$ cat src/design/vsfl_ram.sv
// Simple dual-port synchronous RAM, one write and one registered read port.
// No package dependencies.
module vsfl_ram #(
  parameter int DATA_W = 8,
  parameter int DEPTH  = 2
) (
  input  logic                     clk_i,
  input  logic                     we_i,
  input  logic [$clog2(DEPTH)-1:0] waddr_i,
  input  logic [DATA_W-1:0]        wdata_i,
  input  logic                     re_i,
  input  logic [$clog2(DEPTH)-1:0] raddr_i,
  output logic [DATA_W-1:0]        rdata_o
);

  logic [DATA_W-1:0] mem [DEPTH];
  logic [DATA_W-1:0] rdata_q;

  always_ff @(posedge clk_i) begin
    if (we_i) begin
      mem[waddr_i] <= wdata_i;
    end
  end

  // hold read data until the next read
  always_ff @(posedge clk_i) begin
    if (re_i) begin
      rdata_q <= mem[raddr_i];
    end
  end

  assign rdata_o = rdata_q;

endmodule

$ cat config.mk
export PLATFORM = sky130hd
export DESIGN_NAME = vsfl_ram
export DESIGN_NICKNAME = d
export VERILOG_FILES = /design/src/design/vsfl_ram.sv
export SDC_FILE = /design/constraint.sdc
export NUM_CORES = 1
export LEC_CHECK = 0
export ABC_AREA = 1
export BUFFER_PORTS_ARGS = -buffer_cell sky130_fd_sc_hd__buf_2
export CAP_MARGIN = 20
export CORE_AREA = 2 2 45 47
export DETAILED_ROUTE_END_ITERATION = 10
export DIE_AREA = 0 0 47 49
export MAX_ROUTING_LAYER = met4
export PLACE_DENSITY = 0.72
export SETUP_SLACK_MARGIN = 0.1
export SLEW_MARGIN = 20
export SYNTH_ARGS = -nofsm -noshare
export SYNTH_HDL_FRONTEND = slang
export SYNTH_SLANG_ARGS = --single-unit
$ cat constraint.sdc
create_clock -name clk_i -period 1.1 [get_ports clk_i]
set_input_delay 0.22 -clock clk_i [delete_from_list [all_inputs] [get_ports clk_i]]
set_output_delay 0.22 -clock clk_i [all_outputs]
set_load 0.05 [all_outputs]
Yosys cells after proc, flatten, opt, wreduce, memory -nomap -nowiden
Memory sizes are Yosys's and may differ from the RTL's. A register that Yosys moved wholly into a read port is not among the register bits. Index checks and enable logic that the tools add are counted.

Register bits after elaboration: 0. Memory bits (writable): 16. Bits of input ports: 13. Output and inout port bits: 8. Logic and storage cells: 3. Memories kept: 1.

Memories: mem (words 2, bits a word 8, rd ports 1, clocked after Yosys merged registers in 1, wr ports 1, RTL line 16) `logic [DATA_W-1:0] mem [DEPTH];`.

Mux-type cells: 2.

Operators by type and width (count): two-way mux 1 bit (2).

Depth between registers and ports, before layout
Gate-level depths: netlist (run 1).

Depth after elaboration: 2. Depth in mapped cells: 4. Depth with buffers taken out: 3.

Worst setup path after synthesis (run 1)
OpenSTA, ideal clock, no wires.

Kind: input-to-reg. From: in we_i. To: mem mem[0][0], enable pin. Setup time: 0.371 ns. Data arrival time: 0.609 ns. Data required time: 0.729 ns. Setup slack: 0.120 ns. Stages on the path: 2. Path buffers: 0. Cells stage by stage: inv_1 > nor2_1.

Longest elaborated chain between the ends: 2.

Ends and longest elaborated chain: from (decl) (RTL line 8) `input logic we_i,`; two-way mux 1 bit (RTL line 20) `if (we_i) begin`; two-way mux 1 bit (not written as such) (RTL line 21) `mem[waddr_i] <= wdata_i;`; to (decl) (RTL line 16).

Every way passes these cells.

Worst setup path after layout (run 1)
From: reg rdata_q[5], in the netlist rdata_o[5] (read register of mem). To: out rdata_o[5].

RTL lines: from (decl) (RTL line 17) `logic [DATA_W-1:0] rdata_q;`; to (decl) (RTL line 13) `output logic [DATA_W-1:0] rdata_o`.

No word-level cell between the ends.

==> impl_metrics.toml, run 1 <==
[cts]
root_buffer = "clkbuf_4"
cts_sink_cnt = 24
clock_pin_slew_of_the_registers_on_the_worst_case_setup_and_hold_paths_ns = 0.11
cts_tree = "yes"
cts_made_buffers = 3
clock_tree.htree_level_count = 1
worstSkewPairLatency_ns = 0.29
cts_max_path_buffers = 2
holdBufCountCts = 0

[worst_setup_path]
critical_path.slowest_cell = "edfxtp_1"
number_of_buffers_and_inverters_on_the_critical_path = 1
worst-setup-path-type = "reg -> out"
worst_setup_path_end_kind = "output port"
critical_path.reg2reg.endpoint = "rdata_o[4]"
timing.rr.start = "mem[0][4]"
startpoint = "rdata_o[5]"
rrSetupSlack_ns = 0.35
worst_ep_required_time_ns = 0.88
timing.critical_path.from_type = "flop"
cp-endpoint = "rdata_o[5]"
worstPathCellList = "buf_6"
max_stage_delay_ns = 0.41
worst_case_reg_to_reg_path_depth = 2
crit_family = "flip-flops"
critical_path_arrival_ns = 0.87
critical_path_peak_fanout = 1
cp_num_cells = 1

[place]
place.gp.congestion = 0.6031
placed_cells = 101
place_area_um2 = 970.9
buffer_ports.inserted = 20

[grt]
grt_max_degree = 13
globalRoute.totalOverflow = 0
use_met1_pct = 11.03
vias_in_the_first_global_route = 418
grtUsageMet3_pct = 1.111
grt_antenna_before_repair = 0
grt_use_met2_pct = 17.81
global_route_wire_length_before_repair_um = 1656
grt_busiest_layer = "met2"
grt_use_total_pct = 10.81

[yosys]
netlist_area_um2 = 840.8
synth_seq_cells = 24
number_of_enable_type_register_cells_in_the_synthesized_netlist = 24
ys_warnings = 0
synth_ff_type = "edfxtp_1"
synth_top_cell_area_share_pct = 85.71
dominant_combinational_cell_family_by_area_after_synthesis = "simple AND/OR/NAND/NOR gates"
netlist-cell-type-count = 6
synthesis.nets = 67
complex_gate_fraction_of_the_synthesized_area_pct = 0
asyncSetResetFlopFracSynth_pct = 0
synthTopCellsByCount = "nand2_1, edfxtp_1, inv_1"
synthCells = 54
synth.top_cells.by_area = "edfxtp_1, nand2_1, buf_6"
post_synth_xor_area_fraction_pct = 0
postSynthAreaPerCell_um2 = 15.57
synth_adder_area_share_pct = 0
muxShareOfSynthArea_pct = 0
most_repeated_cell_in_the_gate_level_netlist_after_synthesis = "nand2_1"
netlist.top_cell.by_area = "edfxtp_1"
sequential_fraction_of_the_synthesis_area_pct = 85.71
share_of_synthesized_cell_area_in_and_or_nand_and_nor_gates_pct = 11.61

[floorplan]
rows = 16
floorplan.core_area_mm2 = 0.001842
ios = 21
initial_cell_density_of_the_core_pct = 45.65
die-width_um = 47
floorplan.die_area_mm2 = 0.002303
die_h_um = 49

[timing]
finalMaxSlewViolations = 0
worst_case_clock_skew_ns = 0.0005149
rsz_0062_raised_after_global_routing = "true"
min_period_ns = 1.090
measured_slew_at_the_worst_slew_check_pin_ns = 0.2962
max_freq_mhz = 917.8
final-setup-viol-count = 0
hold_viol_final = 0
final.period_utilization_pct = 99.06
fin_setup_tns_ns = 0
max-slew-margin-rel_pct = 80.23

[route]
wl_per_cell_um = 10.13
route.detailed.vias_per_inst = 4.317
via_count = 449
drt.antenna.violating_nets = 0
drt-total-wl_um = 1054
total_iterations_of_the_first_detailed_routing_run = 4
detailedRoute.firstIterationViolations = 4
detail_route.drc_violations = 0

[pwr]
pwr-share-comb_pct = 12.0
ir_drop_v = 0.0008064
power_switching_mw = 0.3739
power_density_mw_per_mm2 = 1580
cellInternalPower_mw = 1.275
power.static_leakage_nw = 0.4361
clkPwrFrac_pct = 21.4
switching_share_pct = 22.67
power.sequential.fraction_pct = 66.6

[status]
run_status = "complete, no violations"

[finish]
instances_no_fill = 104
nets = 92
areaGrowthSynthToFinish_pct = 24.11
finalCoreUtilization_pct = 56.66
finalInstanceArea_mm2 = 0.001044
layout-drive-gt1-share_pct = 32.47
insertedDiodeCount = 0

[hold_path]
holdCritPathClass = "in -> reg"

[job]
drv_cap = 0
==> power by group through the flow <==
stage | clock, mW | sequential, mW | combinational (mW)
final | 0.354 | 1.10 | 0.198
after CTS | 0.354 | 1.10 | 0.199
after floorplan | 0 | 1.19 | 0.0421
after detailed placement | 0 | 1.11 | 0.174
after global routing | 0.394 | 1.10 | 0.214
after global placement | 0 | 1.11 | 0.169
==> worst min-delay path by stage <==
stage               slack [ns]        end  cells past startpoint        from
detailed placement        0.41  mem[1][2]                      1  wdata_i[2]
finish                    0.11  mem[0][7]                      1  wdata_i[7]
global route              0.09  mem[1][7]                      1  wdata_i[7]
CTS                       0.10  mem[1][5]                      1  wdata_i[5]
global placement          0.41  mem[0][0]                      1  wdata_i[0]
floorplan                 0.32  mem[0][0]                      0  wdata_i[0]
==> per-layer routing <==
metal | vias to the layer above | part of all wire (%)
met5 | - | 0
li1 | 232 | -
met2 | 12 | 57
met3 | 0 | 2.8
met4 | 0 | 0
met1 | 205 | 40
==> registers in the layout, indices dropped and copies added (netlist names) <==
register  cells
mem          16
rdata_o       8
==> what timing repair did <==
item                                   CTS  global route
setup endpoints to repair                8             8
endpoints found under the hold margin    0             0
setup buffers                            0             0
resized for setup                       16             0
==> through the flow <==
step	setup slack (ns)	hold slack [ns]	power, mW
final	0.01038	0.1066	1.649
after global routing	-0.03329	0.09072	1.711
after CTS	-0.009690	0.1020	1.651
after detailed placement	0.1754	0.4131	1.289
after global placement	0.2030	0.4102	1.281
after floorplan	0.1201	0.3189	1.231
==> placed cells by master (no fill, tap or decap), drive strengths merged <==
master and count:
inv 3, edfxtp 24, nand2 25, clkbuf 3, nor2 1, buf 21
==> cell type report <==
| class | instances | area (um^2) |
|---|---|---|
| fill | 161 | 798.3 |
| sequential | 24 | 720.7 |
| timing repair buffer | 21 | 157.7 |
| multi-input combinational | 26 | 97.59 |
| tap | 27 | 33.78 |
| clock buffer | 3 | 22.52 |
| inverter | 3 | 11.26 |
==> logic make-up after synthesis <==
kind of cell	after synthesis
buffers and inverters	4
AND/OR/NAND/NOR	26
flip-flops	24
No activity file was read; power rests on OpenSTA's default activity.
==> run 2, diff against run 1 <==
--- a/config.mk
+++ b/config.mk
@@ -12,7 +12,7 @@
 export DETAILED_ROUTE_END_ITERATION = 10
 export DIE_AREA = 0 0 47 49
 export MAX_ROUTING_LAYER = met4
-export PLACE_DENSITY = 0.72
+export PLACE_DENSITY = 0.7
 export SETUP_SLACK_MARGIN = 0.1
 export SLEW_MARGIN = 20
 export SYNTH_ARGS = -nofsm -noshare
==> impl_metrics.toml, run 2 (synthesis results as in run 1) <==
[timing]
worst_case_clock_skew_ns = 0.005022
fin_setup_tns_ns = 0
final.period_utilization_pct = 98.74
max_freq_mhz = 920.7
final-setup-viol-count = 0
min_period_ns = 1.086
hold_viol_final = 0
layout_setup_ws_ns = 0.01385
finalMaxSlewViolations = 0
rsz_0062_raised_after_global_routing = "true"
measured_slew_at_the_worst_slew_check_pin_ns = 0.3186
max-slew-margin-rel_pct = 78.74

[cts]
cts_post_setup_buffers_inserted = 0
holdBufCountCts = 0
cts_made_buffers = 3
cts_tree = "yes"
cts_resized = 16
cts_max_path_buffers = 2
clock_tree.htree_level_count = 1
cts_sink_cnt = 24
worstSkewPairLatency_ns = 0.30
clock_pin_slew_of_the_registers_on_the_worst_case_setup_and_hold_paths_ns = 0.11
root_buffer = "clkbuf_4"

[route]
met2_wirelength_um = 510
met3_wirelength_um = 45
wl_per_cell_um = 9.827
top_layer_used = "met4"
total_iterations_of_the_first_detailed_routing_run = 3
drt-total-wl_um = 1022
detailedRoute.firstIterationViolations = 10
via_count = 440
wl_met1_um = 447
detail_route.drc_violations = 0
route.detailed.vias_per_inst = 4.231
drt.antenna.violating_nets = 0

[place]
buffer_ports.inserted = 20
place.gp.congestion = 0.6550
preCtsSetupSlack_ns = 0.1604

[job]
drv_cap = 0

[grt]
global_route_wire_length_before_repair_um = 1614
grt_max_degree = 13
vias_in_the_first_global_route = 387
grt_use_total_pct = 10.77
grt_antenna_before_repair = 0
globalRoute.totalOverflow = 0

[finish]
layout-drive-gt1-share_pct = 32.47
largest_reg_flops = 16
registers.top_by_ff_count = "mem"
layout.cells.most_common = "nand2_1"
layout.cells.most_common_list = "nand2_1, edfxtp_1, buf_2"
nets = 92
areaGrowthSynthToFinish_pct = 24.11
num-fill-cells = 145
insertedDiodeCount = 0

[floorplan]
initial_cell_density_of_the_core_pct = 45.65
ios = 21
die-width_um = 47
die_h_um = 49
floorplan.die_area_mm2 = 0.002303
floorplan.core_area_mm2 = 0.001842
rows = 16

[worst_setup_path]
max_stage_delay_ns = 0.40
worstPathCellList = "buf_6"
worst_setup_path_end_kind = "output port"
timing.critical_path.from_type = "flop"
critical_path_peak_fanout = 1
critical_path.slowest_cell = "edfxtp_1"
worst-setup-path-type = "reg -> out"
critical_path_arrival_ns = 0.87
number_of_buffers_and_inverters_on_the_critical_path = 1
rrSetupSlack_ns = 0.35
crit_family = "flip-flops"
worst_ep_required_time_ns = 0.88

[hold_path]
holdCritPathClass = "in -> reg"

[pwr]
power.static_leakage_nw = 0.4361
power_density_mw_per_mm2 = 1579
ir_drop_v = 0.0008130

[status]
run_status = "complete, no violations"
## run 2: cell counts in the layout (fill, tap and decap cells not counted)
Identical to the previous run, type by type.
## run 2: worst paths after layout
check             start          to  depth (start not counted)
max          rdata_o[0]  rdata_o[0]                          1
min reg2reg   mem[1][4]  rdata_o[4]                          2
min          wdata_i[3]   mem[0][3]                          1
max reg2reg   mem[1][7]  rdata_o[7]                          2
## run 2: area by class of cell
cell class | instances | area (um^2) | share of cell area (%)
clock buffers | 3 | 22.52 | 2.158
inverters | 3 | 11.26 | 1.079
multi-input cells | 26 | 97.59 | 9.353
flip-flops and latches | 24 | 720.7 | 69.06
well taps | 27 | 33.78 | 3.237
repair buffers | 21 | 157.7 | 15.11
## run 2: routing by layer
metal / up-vias / GRT usage [%]
met1: 191 / 11.90
li1: 230 / -
met2: 17 / 15.53
met5: - / -
met4: 0 / 9.722
met3: 2 / 2.222
## run 2: power by group
group          switching (mW)  internal (mW)
Combinational           0.129         0.0690
Clock                   0.224          0.128
Sequential             0.0189           1.08
## run 2: through the flow
stage / hold slack [ns] / instance area, um^2 / cells / utilization, % / power [mW]
floorplan: 0.3189 / 840.8 / 54 / - / 1.231
global placement: 0.4092 / 970.9 / 101 / 52.72 / 1.283
detailed placement: 0.4107 / 970.9 / 101 / 52.72 / 1.288
CTS: 0.08995 / 1044 / 104 / 56.66 / 1.659
global route: 0.08283 / 1044 / 104 / 56.66 / 1.716
finish: 0.1009 / 1044 / 104 / 56.66 / 1.647
