<file path="src/design/vsfl_pkg.sv">
// Package for the vertex slot free list: field widths, operation and status
// codes, state encoding and the control structs between top level and allocator.
// No dependencies.
package vsfl_pkg;

  localparam int IDX_W          = 10;
  localparam int COORD_W        = 32;
  localparam int SLOT_COUNT_DEF = 1024;

  typedef enum logic [1:0] {
    OP_ADD    = 2'd0,
    OP_REMOVE = 2'd1,
    OP_READ   = 2'd2
  } op_e;

  typedef enum logic [1:0] {
    ST_OK       = 2'd0,
    ST_FULL     = 2'd1,
    ST_NOT_LIVE = 2'd2
  } status_e;

  typedef enum logic [0:0] {
    S_IDLE = 1'b0,
    S_EXEC = 1'b1
  } state_e;

  // Commands to the allocator, applied at the write-back edge
  typedef struct packed {
    logic take_free;   // pop the free-list head
    logic take_fresh;  // hand out the next never-used slot
    logic push;        // push a released slot onto the free list
  } alloc_cmd_t;

  typedef struct packed {
    logic list_empty;
    logic fresh_left;
  } alloc_sts_t;

endpackage

</file>
<file path="src/design/vsfl_alloc.sv">
// Slot allocator: free-list head and count of never-used slots handed out.
// Depends on vsfl_pkg.
module vsfl_alloc #(
  parameter int SLOT_COUNT = vsfl_pkg::SLOT_COUNT_DEF
) (
  input  logic                            clk_i,
  input  logic                            rst_ni,
  input  vsfl_pkg::alloc_cmd_t            cmd_i,
  input  logic [$clog2(SLOT_COUNT+1)-1:0] link_i,
  input  logic [$clog2(SLOT_COUNT)-1:0]   push_slot_i,
  output logic [$clog2(SLOT_COUNT+1)-1:0] head_o,
  output logic [$clog2(SLOT_COUNT+1)-1:0] fresh_o,
  output vsfl_pkg::alloc_sts_t            sts_o
);

  localparam int CntW = $clog2(SLOT_COUNT + 1);
  localparam logic [CntW-1:0] EmptyMark = CntW'(SLOT_COUNT);

  logic [CntW-1:0] head_q, head_d;
  logic [CntW-1:0] fresh_q, fresh_d;

  always_comb begin
    head_d  = head_q;
    fresh_d = fresh_q;
    if (cmd_i.take_free) begin
      head_d = link_i;
    end else if (cmd_i.push) begin
      head_d = CntW'(push_slot_i);
    end
    if (cmd_i.take_fresh) begin
      fresh_d = fresh_q + 1'b1;
    end
  end

  always_ff @(posedge clk_i or negedge rst_ni) begin
    if (!rst_ni) begin
      head_q  <= EmptyMark;
      fresh_q <= '0;
    end else begin
      head_q  <= head_d;
      fresh_q <= fresh_d;
    end
  end

  assign head_o           = head_q;
  assign fresh_o          = fresh_q;
  assign sts_o.list_empty = (head_q == EmptyMark);
  assign sts_o.fresh_left = (fresh_q != EmptyMark);

endmodule

</file>
<file path="config.mk">
export PLATFORM = sky130hd
export DESIGN_NAME = vsfl_alloc
export DESIGN_NICKNAME = d
export VERILOG_FILES = /design/src/design/vsfl_pkg.sv /design/src/design/vsfl_alloc.sv
export SDC_FILE = /design/constraint.sdc
export NUM_CORES = 1
export LEC_CHECK = 0
export BUFFER_PORTS_ARGS = -buffer_cell sky130_fd_sc_hd__buf_2
export CORE_ASPECT_RATIO = 1.75
export CORE_UTILIZATION = 40
export CTS_BUF_LIST = sky130_fd_sc_hd__clkbuf_16
export DETAILED_ROUTE_END_ITERATION = 16
export PLACE_DENSITY_LB_ADDON = 0.08
export SLEW_MARGIN = 20
export SYNTH_ARGS = -nofsm -noshare
export SYNTH_HDL_FRONTEND = slang
export SYNTH_SLANG_ARGS = --single-unit
</file>
<file path="constraint.sdc">
create_clock -name clk_i -period 1 [get_ports clk_i]
set_input_delay 0.15 -clock clk_i [delete_from_list [all_inputs] [get_ports clk_i]]
set_output_delay 0.15 -clock clk_i [all_outputs]
set_load 0.02 [all_outputs]
</file>
Word-level counts from Yosys, hierarchy flattened
Index checks and enable logic that the tools add are counted.

operators by class
  reductions and logical operators = 1
  eq/ne operators = 2
  multiplexer cells = 2
  $add $sub $neg = 1

operators by type and width
  cell                                                             count
  11-bit 2-to-1 mux                                                2
  11-bit by 1-bit adder with 11-bit output, second input constant  1
  11-bit equality test, second input constant                      1
  11-bit != test, second input constant                            1
  2-bit nonzero test                                               1

word-level totals
  bits of input ports = 26
  word-level logic and storage cells = 8
  output and inout bits = 24
  register bits = 22

Depth between registers and ports, before layout
Gate-level depths: netlist (run 1).

  depth after elaboration = 2
  depth in mapped cells = 4
  mapped depth without buffers = 4

Worst setup path after synthesis (run 1)
Ideal clock, no wire load.

  path type = flip-flop to output port
  start = reg head_q[10], in the netlist head_o[10]
  end = out sts_o[1] (netlist name)
  stages on the path, launching flop included = 4
  data required time = 0.850 ns
  setup slack = -0.661 ns
  path buffers = 0
  arrival time = 1.511 ns
  cells stage by stage = dfstp_2 nor4b_1 nand2_1 nor4_1

RTL lines
  element                   RTL line          RTL
  start: declaration        vsfl_alloc.sv:19  logic [CntW-1:0] head_q, head_d;
  start signal: assignment  vsfl_alloc.sv:37  head_q <= EmptyMark;
  end: declaration          vsfl_alloc.sv:13  output vsfl_pkg::alloc_sts_t sts_o

==> results of run 1 <==
==> cells in the mapped netlist, drive strengths merged <==
library cell | n | area (µm²)
inv | 2 | 7.51
nor3 | 4 | 20.0
nand2 | 15 | 56.3
dfrtp | 21 | 526
ha | 2 | 25.0
buf | 2 | 12.5
mux2i | 10 | 100
xor2 | 7 | 61.3
nor4 | 3 | 18.8
clkbuf | 2 | 7.51
nand4 | 4 | 25.0
dfstp | 1 | 26.3
nand3 | 3 | 20.0
xnor2 | 3 | 26.3
nor4b | 2 | 17.5
nand4b | 1 | 8.76
nor2 | 3 | 11.3
o21ai | 11 | 55.1
a22o | 1 | 8.76
==> cells by family after synthesis <==
logic type	count (synthesis)
flops	22
compound gates	12
fa+ha+maj	2
simple gates	35
buf+inv	6
mux	10
xor+xnor	10
==> timing repair <==
item / in CTS / in global routing
setup buffers: 6 / 14
pin swaps: 1 / 9
hold endpoints to repair: 21 / 0
hold buffers: 1 / 0
gates resized for setup: 64 / 16
endpoints found under the setup margin: 28 / 29
gates cloned: 0 / 0
==> sequential cells by signal (all words and copies together) (netlist names) <==
register  flops
fresh_o      11
head_o       11
==> routing by layer <==
layer / GRT usage / vias to the layer above
li1: - / 501
met1: 0.241 / 486
met2: 0.388 / 31
met3: 0.0321 / 2
met4: 0.0444 / 0
met5: 0 / -
==> power breakdown <==
| part | leakage (nW) | internal [mW] | switching, mW | total (mW) |
|---|---|---|---|---|
| registers | 0.262 | 1.08 | 0.191 | 1.27 |
| clock network | 0.0385 | 0.532 | 0.291 | 0.823 |
| logic | 0.666 | 1.05 | 0.863 | 1.91 |
| total | 0.966 | 2.66 | 1.35 | 4.01 |
==> layout make-up <==
type,count,area (µm²)
Fill cell,164,495
Inverter,2,7.51
Tap cell,26,32.5
Timing Repair Buffer,80,678
Sequential cell,22,563
Multi-Input combinational cell,69,607
Clock inverter,1,3.75
Clock buffer,3,75.1
==> worst max-delay path by stage <==
stage / startpoint / end / cells past startpoint
finish: head_o[10]$_DFFE_PN1P_ / sts_o[1] / 4
global route: head_o[10]$_DFFE_PN1P_ / sts_o[1] / 4
CTS: head_o[10]$_DFFE_PN1P_ / sts_o[1] / 4
detailed placement: head_o[10]$_DFFE_PN1P_ / sts_o[1] / 4
global placement: head_o[10]$_DFFE_PN1P_ / sts_o[1] / 4
floorplan: head_o[10]$_DFFE_PN1P_ / sts_o[1] / 3
==> worst reg2reg max path, delay by kind of cell (launching register included) <==
| kind | cells | cell delay (ns) |
|---|---|---|
| fa+ha+maj | 1 | 0.16 |
| buf+inv | 1 | 0.14 |
| xor+xnor | 1 | 0.16 |
| simple gates | 2 | 0.15 |
| flops | 1 | 0.42 |
==> run summary, run 1 <==
Outcome: finished with violations
Failing checks: negative setup slack
FF+latch count, synth: 22
Synthesis-to-layout area growth: 90.3%
Initial antenna violation count: 0
Critical path data arrival time: 1.41 ns
Most frequent cells in the layout: buf_6, buf_2, nand2_1
Pin count of the biggest net entering global routing: 23
DRC: 0
Worst r2r path cells: 5
Hold path endpoint: head_o[3]$_DFFE_PN0P_
First-pass GRT wire length: 4.30 mm
Final WL: 2.80 mm
Max Buffers Root-to-Sink: 2
Final setup margin: -0.557 ns
WL met1: 1.08 mm
Synth Area in Compound Gates: 0.0617
Nets: 206
CP max-delay cell: dfstp_2
Hold violation count in the final report: 0
Via-to-Cell Ratio: 5.02
Dpl cell area: 0.00153 mm²
Unrepaired setup endpoints after global routing: yes
Largest family of logic cells by synthesized area: simple AND/OR/NAND/NOR gates
Sink Count: 22
Syn Inst Count: 97
Largest delay share family, worst path: flip-flops
Die outline width: 40.4 µm
Die ar.: 0.00280 mm²
Multiplexer share of the synthesized area: 0.0969
Top sig layer: met4
Reg2reg end: fresh_o[10]$_DFFE_PN0P_
Die height: 69.2 µm
Root Driver: clkbuf_16
First-pass iteration count of the detailed router: 4
Average size of a mapped cell: 10.7 µm²
Initial Util: 0.420
Starting DRT DRC Count: 12
Core Region: 0.00246 mm²
Slew HR: 0.670
Setup slack at placement: -0.466 ns
Crit Reg-Reg Startpoint: fresh_o[1]$_DFFE_PN0P_
Worst min path class: input pin to register
Ys Warns: 0
Post-route ant nets: 0
Wirelength per Cell: 13.8 µm
Antenna diodes: 0
Worst endpoint required time: 0.85 ns
Max-slew violations: 0
Setup violators final: 27
Final Critical Period: 1.56 ns
R2R Setup Slk: -0.15 ns
Count of different cell masters after synthesis: 21
Max FO, Critical Path: 2
Clock Latency Late Sink: 0.25 ns
Hold Slack: 0.110 ns
Clock transition at path regs: 0.06 ns
Post-synthesis sequential area ratio: 0.534
Global-route usage over all layers: 0.214
WL met3: 111 µm
CTS Buf Count: 3
H-tree depth: 1
Vias in the first global route: 989
GPL Wtd Cong: 0.674
Non-Filler Instances: 203
Simple-gate share of the synthesized area: 0.172
Crit share post-route: 1.56
Worst-Margin Slew: 0.495 ns
IO buf count: 49
Final instance area: 0.00197 mm²
Final core occ: 0.799
TritonCTS clock tree: done
Worst Clk Skew: 0.000759 ns
Via count: 1,020
Crit end category: output port
Hold path cells: 3
Synth Area in Adders: 0.0242
Maximum vdd drop: 1.90 mV
Max Fclk: 0.642 GHz
Post-Place Cells: 187
Crit path kind: register to output port
Setup TNS: -3.07 ns
Grt total ovfl: 0
Max_cap viols: 0
Routed wl met2: 1.60 mm
Total power: 4.01 mW
Commonest non-fill, non-tap cell in the layout: buf_6
Largest stage delay, worst path: 0.53 ns
Synth Net Count: 125
Origin of the worst min-delay path: link_i[3]
Row count: 24
XOR/XNOR Fraction of Synth Area: 0.0847
Cell Pwr Density: 2040 mW/mm²
Top Ports: 50
Setup crit start kind: register
Area of the mapped netlist: 0.00103 mm²
Crit-path cells: nor4b_4, nand2_1, nor4_4, buf_4
Layout cells sized above 1: 0.621
HPWL Detailed: 1.91 mm
Pleak: 0.966 nW
Buf+Inv Stages, Crit Path: 1
(Power assumes the default switching activity.)
==> run 2, diff against run 1 <==
--- a/config.mk
+++ b/config.mk
@@ -7,11 +7,12 @@
 export LEC_CHECK = 0
 export BUFFER_PORTS_ARGS = -buffer_cell sky130_fd_sc_hd__buf_2
 export CORE_ASPECT_RATIO = 1.75
+export CORE_MARGIN = 2
 export CORE_UTILIZATION = 40
 export CTS_BUF_LIST = sky130_fd_sc_hd__clkbuf_16
 export DETAILED_ROUTE_END_ITERATION = 16
 export PLACE_DENSITY_LB_ADDON = 0.08
-export SLEW_MARGIN = 20
+export SLEW_MARGIN = 30
 export SYNTH_ARGS = -nofsm -noshare
 export SYNTH_HDL_FRONTEND = slang
 export SYNTH_SLANG_ARGS = --single-unit
==> run summary, run 2 (synthesis gave the netlist of run 1 again) <==
Outcome: finished with violations
Failing checks: negative setup slack
Setup crit start kind: register
Nets: 209
Die outline width: 42.4 µm
Cell Pwr Density: 2100 mW/mm²
Crit share post-route: 1.57
H-tree depth: 1
Unrepaired setup endpoints after global routing: yes
Max FO, Critical Path: 2
Die ar.: 0.00302 mm²
Die height: 71.2 µm
Antenna diodes: 0
Initial Util: 0.420
Dpl cell area: 0.00151 mm²
Core Region: 0.00246 mm²
Initial antenna violation count: 0
Maximum vdd drop: 2.17 mV
Wirelength per Cell: 15.2 µm
Clock transition at path regs: 0.06 ns
First-pass GRT wire length: 4.94 mm
Layout cells sized above 1: 0.656
Worst endpoint required time: 0.85 ns
Worst min path class: input pin to register
TritonCTS clock tree: done
GPL Wtd Cong: 0.734
Via-to-Cell Ratio: 5.15
Critical path data arrival time: 1.42 ns
Post-route ant nets: 0
Max Fclk: 0.637 GHz
Final setup margin: -0.569 ns
Hold violation count in the final report: 0
Starting DRT DRC Count: 10
Pin count of the biggest net entering global routing: 23
Sink Count: 22
Final WL: 3.14 mm
Most frequent cells in the layout: buf_6, buf_2, buf_4
Fillers: 139
Commonest non-fill, non-tap cell in the layout: buf_6
Crit end category: output port
Final Critical Period: 1.57 ns
Crit path kind: register to output port
Row count: 24
Worst Clk Skew: 0.00118 ns
Hold Slack: 0.104 ns
Vias in the first global route: 1,073
Top Ports: 50
Root Driver: clkbuf_16
Worst-Margin Slew: 0.488 ns
Slew HR: 0.675
Max Buffers Root-to-Sink: 2
Via count: 1,060
Clock Latency Late Sink: 0.25 ns
Setup violators final: 25
Global-route usage over all layers: 0.213
Synthesis-to-layout area growth: 97.1%
Setup TNS: -3.73 ns
CTS Buf Count: 3
First-pass iteration count of the detailed router: 4
Grt total ovfl: 0
DRC: 0
Final instance area: 0.00204 mm²
Pleak: 1.01 nW
HPWL Detailed: 2.02 mm
Max-slew violations: 0
Max_cap viols: 0
IO buf count: 49
run 2: cell count changes in the layout (fill, tap and decap cells not counted), sizes merged:
cell  previous run  this run
buf             79        82
run 2: routing by layer:
metal,GRT usage,wire [µm],part of all wire
met1,0.228,1090,0.35
met2,0.409,1760,0.56
met3,0.0252,157,0.050
met4,0.0833,130,0.041
met5,0,0,0
run 2: worst paths after layout:
check	endpoint	cells after the start	from	slack, ns
max in group asynchronous	fresh_o[8]$_DFFE_PN0P_	2	rst_ni	0.23
hold reg to reg	fresh_o[10]$_DFFE_PN0P_	1	fresh_o[10]$_DFFE_PN0P_	0.55
setup reg to reg	fresh_o[6]$_DFFE_PN0P_	5	fresh_o[1]$_DFFE_PN0P_	-0.19
min in group asynchronous	head_o[0]$_DFFE_PN0P_	2	rst_ni	0.41
setup / recovery	sts_o[1]	4	head_o[10]$_DFFE_PN1P_	-0.57
hold / removal	head_o[7]$_DFFE_PN0P_	3	link_i[7]	0.10
run 2: through the flow:
stage	util	power, mW	cells	setup slack [ns]
final	0.827	4.28	206	-0.569
after global placement	0.614	2.51	185	-0.416
after detailed placement	0.614	2.55	185	-0.445
after global routing	0.827	4.47	206	-0.635
after floorplan	-	1.95	97	-0.347
after CTS	0.755	3.86	195	-0.576
run 2: timing repair:
| action | in CTS | in global routing |
|---|---|---|
| endpoints found under the setup margin | 27 | 34 |
| gates resized for setup | 58 | 30 |
| hold buffers | 1 | 0 |
| setup buffers | 6 | 16 |
| endpoints found under the hold margin | 21 | 0 |
| pin swaps | 6 | 15 |
run 2: layout make-up:
cell class	instances	area [µm²]	share of cell area
Inverter	2	7.51	0.00369
Multi-Input combinational cell	69	642	0.315
Clock buffer	3	75.1	0.0369
Clock inverter	1	3.75	0.00184
Sequential cell	22	566	0.278
Tap cell	26	32.5	0.0160
Timing Repair Buffer	83	711	0.349
run 2: where the power goes:
part           switching [mW]  internal (mW)
registers               0.227           1.08
logic                   0.940           1.19
clock network           0.300          0.533
run 2: critical path: stages (launching register included):
cell and delay [ns]:
dfstp_2 0.53, nor4b_4 0.21, nand2_2 0.10, nor4_4 0.15, buf_4 0.18
